**config.mk**
```make
export PLATFORM = sky130hd
export DESIGN_NAME = tls_client_hello_ext_finder
export DESIGN_NICKNAME = d
export VERILOG_FILES = /design/src/hdl/tch_pkg.sv /design/src/hdl/tch_in_stage.sv /design/src/hdl/tch_parser.sv /design/src/hdl/tch_out_stage.sv /design/src/hdl/tls_client_hello_ext_finder.sv
export SDC_FILE = /design/constraint.sdc
export NUM_CORES = 1
export LEC_CHECK = 0
export BUFFER_PORTS_ARGS = -buffer_cell sky130_fd_sc_hd__buf_2
export CAP_MARGIN = 25
export CORE_UTILIZATION = 50
export DETAILED_ROUTE_END_ITERATION = 12
export HOLD_SLACK_MARGIN = 0.06
export PLACE_DENSITY = 0.75
export SYNTH_ARGS = -nofsm -noshare
export SYNTH_HDL_FRONTEND = slang
export SYNTH_SLANG_ARGS = --single-unit
```
**constraint.sdc**
```tcl
create_clock -name clk -period 6.45 [get_ports clk]
set_input_delay 0.645 -clock clk [delete_from_list [all_inputs] [get_ports clk]]
set_output_delay 0.645 -clock clk [all_outputs]
set_load 0.05 [all_outputs]
```
**src/hdl/tch_pkg.sv**
```systemverilog
// Shared types and constants for the TLS ClientHello extension finder.
package tch_pkg;

  // Largest message accepted; longer messages report not found.
  localparam int MAX_MESSAGE_BYTES = 131072;
  // Version plus random, after the 4-byte handshake header.
  localparam int FIXED_PREFIX = 4 + 2 + 32;
  // Byte position must also hold the count one past the last byte.
  localparam int POS_W = $clog2(MAX_MESSAGE_BYTES + 1);
  // Skip targets reach a position plus one plus a 16-bit length.
  localparam int TGT_W = ((POS_W > 16) ? POS_W : 16) + 2;
  localparam int OFFSET_W = 17;
  localparam int LEN_W = 16;
  localparam int TYPE_W = 16;

  typedef enum logic [3:0] {
    PH_PREFIX, PH_SID_LEN, PH_SKIP_SID, PH_CS_HI, PH_CS_LO, PH_SKIP_CS,
    PH_COMP_LEN, PH_SKIP_COMP, PH_EXT_HI, PH_EXT_LO, PH_TYPE_HI,
    PH_TYPE_LO, PH_LEN_HI, PH_LEN_LO, PH_SKIP_EXT, PH_DONE
  } phase_t;

  typedef struct packed {
    logic [7:0] message_byte;
    logic       last_byte;
  } byte_item_t;

  typedef struct packed {
    logic                found;
    logic [OFFSET_W-1:0] data_offset;
    logic [LEN_W-1:0]    data_length;
  } result_t;

endpackage

```
**src/hdl/tch_in_stage.sv**
```systemverilog
// Input register that holds one message byte until the parser takes it.
module tch_in_stage (
  input  logic               clk,
  input  logic               rst,
  input  logic               in_valid,
  output logic               in_ready,
  input  tch_pkg::byte_item_t in_item,
  input  logic               advance,
  output logic               held_valid,
  output tch_pkg::byte_item_t held_item
);
  import tch_pkg::*;

  // The register frees up whenever its item moves on in the same cycle.
  assign in_ready = !held_valid || advance;

  always_ff @(posedge clk) begin
    if (rst) begin
      held_valid <= 1'b0;
    end else if (in_ready) begin
      held_valid <= in_valid;
    end
  end

  always_ff @(posedge clk) begin
    if (in_valid && in_ready) begin
      held_item <= in_item;
    end
  end

endmodule

```
**src/hdl/tch_parser.sv**
```systemverilog
// Parse state registers and the per-byte next-state logic of the finder.
module tch_parser (
  input  logic                        clk,
  input  logic                        rst,
  input  logic                        step,
  input  tch_pkg::byte_item_t         item,
  input  logic [tch_pkg::TYPE_W-1:0]  sought_type,
  output tch_pkg::result_t            result
);
  import tch_pkg::*;

  phase_t              phase, phase_next;
  logic [POS_W-1:0]    byte_position, byte_position_next;
  logic [TGT_W-1:0]    skip_target, skip_target_next;
  logic [TGT_W-1:0]    extensions_end, extensions_end_next;
  logic [7:0]          length_high_hold, length_high_hold_next;
  logic [TYPE_W-1:0]   type_hold, type_hold_next;
  logic                match_seen, match_seen_next;
  logic [OFFSET_W-1:0] match_offset, match_offset_next;
  logic [LEN_W-1:0]    match_length, match_length_next;
  logic                parse_failed, parse_failed_next;

  logic [TGT_W-1:0]    pos_w;
  logic [TGT_W-1:0]    pos1;
  logic [TGT_W-1:0]    len16_w;
  logic [TGT_W-1:0]    len8_w;
  logic [LEN_W-1:0]    len16;
  phase_t              ph;
  logic                ok;

  // Widened views of the current position and the byte pair lengths.
  assign pos_w   = TGT_W'(byte_position);
  assign pos1    = pos_w + TGT_W'(1);
  assign len16   = {length_high_hold, item.message_byte};
  assign len16_w = TGT_W'(len16);
  assign len8_w  = TGT_W'(item.message_byte);

  // Next state for one byte, then the result and clear on the last byte.
  always_comb begin
    phase_next            = phase;
    byte_position_next    = byte_position;
    skip_target_next      = skip_target;
    extensions_end_next   = extensions_end;
    length_high_hold_next = length_high_hold;
    type_hold_next        = type_hold;
    match_seen_next       = match_seen;
    match_offset_next     = match_offset;
    match_length_next     = match_length;
    parse_failed_next     = parse_failed;
    ph                    = phase;
    ok                    = 1'b0;
    result                = '0;

    if (!parse_failed) begin
      if (byte_position >= POS_W'(MAX_MESSAGE_BYTES)) begin
        parse_failed_next = 1'b1;
        phase_next        = PH_DONE;
      end else begin
        // Leave a skip phase once its target position is reached.
        case (phase)
          PH_SKIP_SID:  if (pos_w >= skip_target) ph = PH_CS_HI;
          PH_SKIP_CS:   if (pos_w >= skip_target) ph = PH_COMP_LEN;
          PH_SKIP_COMP: if (pos_w >= skip_target) ph = PH_EXT_HI;
          PH_SKIP_EXT:  if (pos_w >= skip_target) ph = PH_TYPE_HI;
          default:      ph = phase;
        endcase
        // Too little room left in the block for another extension header.
        if (ph == PH_TYPE_HI && (pos_w + TGT_W'(4)) > extensions_end) begin
          ph = PH_DONE;
        end
        phase_next = ph;

        unique case (ph)
          PH_PREFIX: begin
            if (pos1 >= TGT_W'(FIXED_PREFIX)) phase_next = PH_SID_LEN;
          end
          PH_SID_LEN: begin
            skip_target_next = pos1 + len8_w;
            phase_next       = PH_SKIP_SID;
          end
          PH_CS_HI: begin
            length_high_hold_next = item.message_byte;
            phase_next            = PH_CS_LO;
          end
          PH_CS_LO: begin
            skip_target_next = pos1 + len16_w;
            phase_next       = PH_SKIP_CS;
          end
          PH_COMP_LEN: begin
            skip_target_next = pos1 + len8_w;
            phase_next       = PH_SKIP_COMP;
          end
          PH_EXT_HI: begin
            length_high_hold_next = item.message_byte;
            phase_next            = PH_EXT_LO;
          end
          PH_EXT_LO: begin
            extensions_end_next = pos1 + len16_w;
            skip_target_next    = pos1;
            phase_next          = PH_SKIP_EXT;
          end
          PH_TYPE_HI: begin
            type_hold_next = {item.message_byte, 8'h00};
            phase_next     = PH_TYPE_LO;
          end
          PH_TYPE_LO: begin
            type_hold_next = {type_hold[TYPE_W-1:8], item.message_byte};
            phase_next     = PH_LEN_HI;
          end
          PH_LEN_HI: begin
            length_high_hold_next = item.message_byte;
            phase_next            = PH_LEN_LO;
          end
          PH_LEN_LO: begin
            if ((pos1 + len16_w) > extensions_end) begin
              parse_failed_next = 1'b1;
              phase_next        = PH_DONE;
            end else if (type_hold == sought_type) begin
              match_seen_next   = 1'b1;
              match_offset_next = pos1[OFFSET_W-1:0];
              match_length_next = len16;
              phase_next        = PH_DONE;
            end else begin
              skip_target_next = pos1 + len16_w;
              phase_next       = PH_SKIP_EXT;
            end
          end
          default: begin
          end
        endcase
        byte_position_next = byte_position + POS_W'(1);
      end
    end

    // The message ends: report, then return to the start of a message.
    if (item.last_byte) begin
      ok = match_seen_next && !parse_failed_next &&
           (extensions_end_next <= TGT_W'(byte_position_next));
      result.found       = ok;
      result.data_offset = ok ? match_offset_next : '0;
      result.data_length = ok ? match_length_next : '0;
      phase_next            = PH_PREFIX;
      byte_position_next    = '0;
      skip_target_next      = '0;
      extensions_end_next   = '0;
      length_high_hold_next = '0;
      type_hold_next        = '0;
      match_seen_next       = 1'b0;
      match_offset_next     = '0;
      match_length_next     = '0;
      parse_failed_next     = 1'b0;
    end
  end

  // State registers advance once per byte taken from the input register.
  always_ff @(posedge clk) begin
    if (rst) begin
      phase            <= PH_PREFIX;
      byte_position    <= '0;
      skip_target      <= '0;
      extensions_end   <= '0;
      length_high_hold <= '0;
      type_hold        <= '0;
      match_seen       <= 1'b0;
      match_offset     <= '0;
      match_length     <= '0;
      parse_failed     <= 1'b0;
    end else if (step) begin
      phase            <= phase_next;
      byte_position    <= byte_position_next;
      skip_target      <= skip_target_next;
      extensions_end   <= extensions_end_next;
      length_high_hold <= length_high_hold_next;
      type_hold        <= type_hold_next;
      match_seen       <= match_seen_next;
      match_offset     <= match_offset_next;
      match_length     <= match_length_next;
      parse_failed     <= parse_failed_next;
    end
  end

endmodule

```
**src/hdl/tch_out_stage.sv**
```systemverilog
// Result register that holds one result item until the receiver takes it.
module tch_out_stage (
  input  logic             clk,
  input  logic             rst,
  input  logic             load,
  input  tch_pkg::result_t load_item,
  output logic             out_valid,
  input  logic             out_ready,
  output tch_pkg::result_t out_item
);
  import tch_pkg::*;

  // A load only happens when the register is empty or being emptied.
  always_ff @(posedge clk) begin
    if (rst) begin
      out_valid <= 1'b0;
    end else if (load) begin
      out_valid <= 1'b1;
    end else if (out_ready) begin
      out_valid <= 1'b0;
    end
  end

  always_ff @(posedge clk) begin
    if (load) begin
      out_item <= load_item;
    end
  end

endmodule

```
**src/hdl/tls_client_hello_ext_finder.sv**
```systemverilog
// Top level of the TLS ClientHello extension finder.
//
// A ClientHello message streams in on the input channel one byte per item,
// with last_byte high on its final byte. Each message yields exactly one
// result item on the output channel, issued for its last byte: found, and
// the offset and length of the data of the first extension whose type
// equals the sought type. Other bytes give no result.
// The sought type is written through the configuration channel, which is
// always ready; it resets to 16 and keeps its value across messages.
// Throughput is one byte per cycle: the parse state is updated once per
// byte by compare and add logic between the input register and the
// state registers. The result of a last byte is loaded into the output
// register when that byte leaves the input register, and offered there.
// While a result waits, further non-final bytes are still taken; a second
// last byte waits in the input register, and the input channel stalls,
// until the pending result is taken.
// Synchronous reset empties both registers and returns to message start.
module tls_client_hello_ext_finder (
  input  logic                          clk,
  input  logic                          rst,
  input  logic                          cfg_valid,
  output logic                          cfg_ready,
  input  logic [tch_pkg::TYPE_W-1:0]    sought_type,
  input  logic                          in_valid,
  output logic                          in_ready,
  input  logic [7:0]                    message_byte,
  input  logic                          last_byte,
  output logic                          out_valid,
  input  logic                          out_ready,
  output logic                          found,
  output logic [tch_pkg::OFFSET_W-1:0]  data_offset,
  output logic [tch_pkg::LEN_W-1:0]     data_length
);
  import tch_pkg::*;

  logic [TYPE_W-1:0] sought_reg;
  byte_item_t        in_item;
  byte_item_t        held_item;
  logic              held_valid;
  logic              advance;
  result_t           parse_result;
  result_t           out_item;

  // Configuration register for the extension type searched for.
  assign cfg_ready = 1'b1;

  always_ff @(posedge clk) begin
    if (rst) begin
      sought_reg <= TYPE_W'(16);
    end else if (cfg_valid) begin
      sought_reg <= sought_type;
    end
  end

  assign in_item.message_byte = message_byte;
  assign in_item.last_byte    = last_byte;

  // A held byte moves on unless it would load a result into a full register.
  assign advance = held_valid && (!held_item.last_byte || !out_valid || out_ready);

  tch_in_stage u_in (
    .clk        (clk),
    .rst        (rst),
    .in_valid   (in_valid),
    .in_ready   (in_ready),
    .in_item    (in_item),
    .advance    (advance),
    .held_valid (held_valid),
    .held_item  (held_item)
  );

  tch_parser u_parser (
    .clk         (clk),
    .rst         (rst),
    .step        (advance),
    .item        (held_item),
    .sought_type (sought_reg),
    .result      (parse_result)
  );

  tch_out_stage u_out (
    .clk       (clk),
    .rst       (rst),
    .load      (advance && held_item.last_byte),
    .load_item (parse_result),
    .out_valid (out_valid),
    .out_ready (out_ready),
    .out_item  (out_item)
  );

  assign found       = out_item.found;
  assign data_offset = out_item.data_offset;
  assign data_length = out_item.data_length;

endmodule

```
==> impl_metrics.py <==
metrics = {
    "sta": {
        "worstMarginPinSlew_ns": 1.09,
        "fmax_ghz": 0.161,
        "min_period_over_period": 0.965,
        "setup_violations": 0,
        "slew_headroom": 0.265,
        "hold_viol_final": 0,
        "worst_slack_ns": 0.224,
        "final.min_clock_period_ns": 6.23,
        "drv_slew": 0,
        "rsz0062_at_grt": "false",
        "skew_ns": 0.0147,
    },
    "pwr": {
        "ir_worst_vdd_v": 0.000148,
        "cellPowerDensity_mw_per_mm2": 187,
        "p_leak_nw": 5.34,
        "power_mw": 2.51,
    },
    "routing": {
        "vias": 10800,
        "post_drt_wl_per_cell_microns": 20.4,
        "drc": 0,
        "via_per_inst": 6.13,
        "drt_iter0_markers": 1131,
        "firstDrtPassIters": 6,
        "wl_mm": 35.9,
        "drtAntennaViolNets": 0,
    },
    "setup_path": {
        "worst-path-buf-inv": 2,
        "critical_path_class": "flip-flop to flip-flop",
        "worst_path_largest_cell_delay_ns": 0.43,
        "r2r-end": "u_out.out_item[28]",
        "r2r-start": "u_parser.byte_position[3]",
        "reg2reg_slack_ns": 0.22,
        "end_kind": "flip-flop",
        "worst_r2r_path_depth": 23,
        "crit_path_max_fanout": 33,
        "start_kind": "flip-flop",
        "cpLargestDelayFamily": "compound AO/OA/AOI/OAI gates",
        "crit_chain": "and4_1 -> nand2_1 -> nor2_1 -> xnor2_1 -> inv_1 -> ha_1 -> or3_1 -> a2111oi_2 -> o31a_1 -> o21ai_0 -> a21oi_1 -> xor2_2 -> o21ai_0 -> ha_1 -> a21o_1 -> a21o_1 -> a21oi_1 -> o21ai_0 -> nand4bb_1 -> a221oi_2 -> o211ai_1 -> buf_12 -> a2111oi_0",
        "arrival_ns": 6.44,
        "cp_common_cell": "o21ai_0",
        "cp_slowest_cell": "dfxtp_1",
        "required_ns": 6.67,
    },
    "floorplanning": {
        "die_width_microns": 156,
        "die_y_microns": 156,
        "core_area_sq_mm": 0.0234,
        "start_util": 0.507,
        "dieArea_sq_mm": 0.0244,
        "rows": 56,
        "io_pins": 67,
    },
    "clock_tree": {
        "cts_hold_buffers": 0,
        "clk-insertion-delay-late_ns": 0.45,
        "cts_htree_levels": 4,
        "clock-sinks": 182,
        "cts_buffers": 17,
        "clk_pin_slew_ns": 0.09,
        "clock-root-buffer": "clkbuf_16",
        "cts_tree": "built",
        "clk_path_buf_depth": 2,
    },
    "hold_path": {
        "min_path_cells": 1,
        "hold_path_end": "u_in.held_item[7]",
        "worstHoldStart": "message_byte[6]",
        "hold_path.class": "input pin to flip-flop",
    },
    "cells_and_area": {
        "final_util": 0.574,
        "finalInstanceArea_sq_mm": 0.0134,
        "final_common_cell": "nor2_1",
        "drive_gt1_frac": 0.142,
        "multi_input_area_sq_mm": 0.00723,
        "largest_register_ffs": 34,
        "top_register": "u_out.out_item",
        "finalNonFillerCells": 1757,
        "diodes": 0,
        "reg_top3": "u_out.out_item: 34 flops, u_parser.extensions_end: 20 flops, u_parser.skip_target: 20 flops",
        "mostFrequentLayoutCells": "nor2_1 (141), dfxtp_1 (137), ha_1 (96), a21oi_1 (93), nand2_1 (91)",
        "syn2layout_area_growth_pct": 13.1,
        "n_fill_cell": 2113,
        "seqCellArea_sq_mm": 0.00408,
        "fin_nets": 1552,
    },
    "global_route": {
        "grt-ovfl-total": 0,
        "grtUsageTotal": 0.302,
        "grt_pass1_wl_mm": 56.5,
        "grt_start_max_net_pins": 85,
        "grt_pass1_vias": 10200,
        "antenna_found_initial": 0,
    },
    "place": {
        "dp_slack_ns": -0.0376,
        "io_buffers": 65,
        "place_congestion": 0.972,
        "dpl_cell_area_sq_mm": 0.0127,
        "dp_hpwl_mm": 27.1,
        "dp.cells": 1721,
    },
    "outcome": {
        "status": "finished, final reports clean",
    },
    "synth": {
        "syn_area_per_cell_sq_um": 8.72,
        "syn_nets": 1489,
        "ys_types": 87,
        "synth.area.mux_share": 0.0447,
        "yosysWarningCount": 0,
        "synthSimpleGateAreaFrac": 0.185,
        "ys_ff_latch": 182,
        "syn_area_sq_mm": 0.0119,
        "synthXorXnorAreaFrac": 0.0590,
        "yosysSeqAreaShare": 0.343,
        "synthAdderAreaFrac": 0.103,
        "synth_edf_count": 43,
        "synth_compound_area_frac": 0.210,
        "yosys_most_used_dff": "dfxtp_1",
        "synth_top_family_by_area": "compound AO/OA/AOI/OAI gates",
        "synthCells": 1362,
        "async_reset_ff_frac": 0,
    },
    "flow_run": {
        "max_cap_violations": 0,
    },
}
## how the worst max path moves through the flow
stage                                          from                       to  slack (ns)  cells past startpoint
after floorplan           u_parser.byte_position[1]        u_out.out_item[0]        0.80                     20
final                     u_parser.byte_position[3]       u_out.out_item[28]        0.22                     23
after CTS                 u_parser.byte_position[3]  u_parser.skip_target[0]        0.09                     21
after global routing      u_parser.byte_position[3]       u_out.out_item[27]       0.009                     23
after detailed placement  u_parser.byte_position[3]       u_out.out_item[26]       -0.04                     23
after global placement    u_parser.byte_position[3]       u_out.out_item[27]        0.20                     23
## metal layers
| metal | vias to the layer above | share of wire | global-route usage |
|---|---|---|---|
| met3 | 54 | 0.073 | 0.0417 |
| met2 | 434 | 0.46 | 0.499 |
| met1 | 5169 | 0.45 | 0.413 |
| met4 | 0 | 0.021 | 0.0775 |
| met5 | - | 0 | 0 |
| li1 | 5121 | - | - |
## metrics by stage
| stage | setup TNS, ns | hold slack, ns |
|---|---|---|
| 6_report | 0 | 0.369 |
| 5_1_grt | 0 | 0.358 |
| 4_1_cts | 0 | 0.362 |
| 3_5_place_dp | -0.0827 | 0.447 |
| 3_3_place_gp | 0 | 0.437 |
| 2_1_floorplan | 0 | 0.431 |
## cell families after synthesis
| kind of cell | after synthesis |
|---|---|
| buf+inv | 154 |
| compound gates | 348 |
| simple gates | 447 |
| xor+xnor | 80 |
| mux | 52 |
| fa+ha+maj | 97 |
| other cells | 2 |
| flops | 182 |
## worst register-to-register path: stages, from the launching register on
cell       delay [ns]
dfxtp_1          0.43
and4_1           0.29
nand2_1          0.11
nor2_1           0.17
xnor2_1          0.26
inv_1            0.15
ha_1             0.22
or3_1            0.40
a2111oi_2        0.29
o31a_1           0.25
o21ai_0          0.11
a21oi_1          0.23
xor2_2           0.25
o21ai_0          0.14
ha_1             0.35
a21o_1           0.18
a21o_1           0.16
a21oi_1          0.23
o21ai_0          0.20
nand4bb_1        0.23
a221oi_2         0.39
o211ai_1         0.29
buf_12           0.25
a2111oi_0        0.41
## synth_stat cells (all sizes together), types with 6 or more instances
library cell | number | area, sq um
o21a | 10 | 75.1
nor3 | 45 | 225
ha | 96 | 1200
nand2b | 15 | 93.8
mux2i | 44 | 440
nor2 | 141 | 529
a22oi | 19 | 143
a211o | 10 | 87.6
a2111oi | 13 | 145
or4 | 6 | 48.8
nor2b | 15 | 93.8
nand3 | 45 | 225
a31oi | 16 | 115
or2 | 6 | 37.5
buf | 29 | 173
nand4 | 24 | 156
o2bb2ai | 14 | 123
a22o | 31 | 272
and3 | 8 | 50.1
nor4 | 13 | 103
o221ai | 7 | 61.3
a21o | 21 | 158
inv | 69 | 259
o21ai | 42 | 210
clkbuf | 55 | 206
xnor2 | 47 | 412
nor3b | 9 | 67.6
a21oi | 93 | 465
edfxtp | 43 | 1290
xor2 | 33 | 289
nand2 | 91 | 342
dfxtp | 139 | 2780
a211oi | 10 | 87.6
or3 | 7 | 43.8
mux2 | 8 | 90.1
## layout make-up
class / instances / share of cell area
multi-input combinational: 1026 / 0.538
sequential: 182 / 0.304
timing repair buffer: 128 / 0.0618
clock buffer: 17 / 0.0317
tap: 319 / 0.0297
inverter: 70 / 0.0196
clock inverter: 15 / 0.0155
## power by group
part           switching, mW  internal, mW  total (mW)
Combinational          0.124        0.0637       0.188
Clock                  0.581         0.544        1.13
Sequential            0.0157          1.18        1.19
## timing repair
| action | CTS | global route |
|---|---|---|
| pin swaps | 0 | 3 |
| hold endpoints to repair | 0 | 0 |
| setup endpoints to repair | 3 | 77 |
| setup buffers | 0 | 2 |
| resized for setup | 3 | 13 |
(Power assumes the default switching activity.)
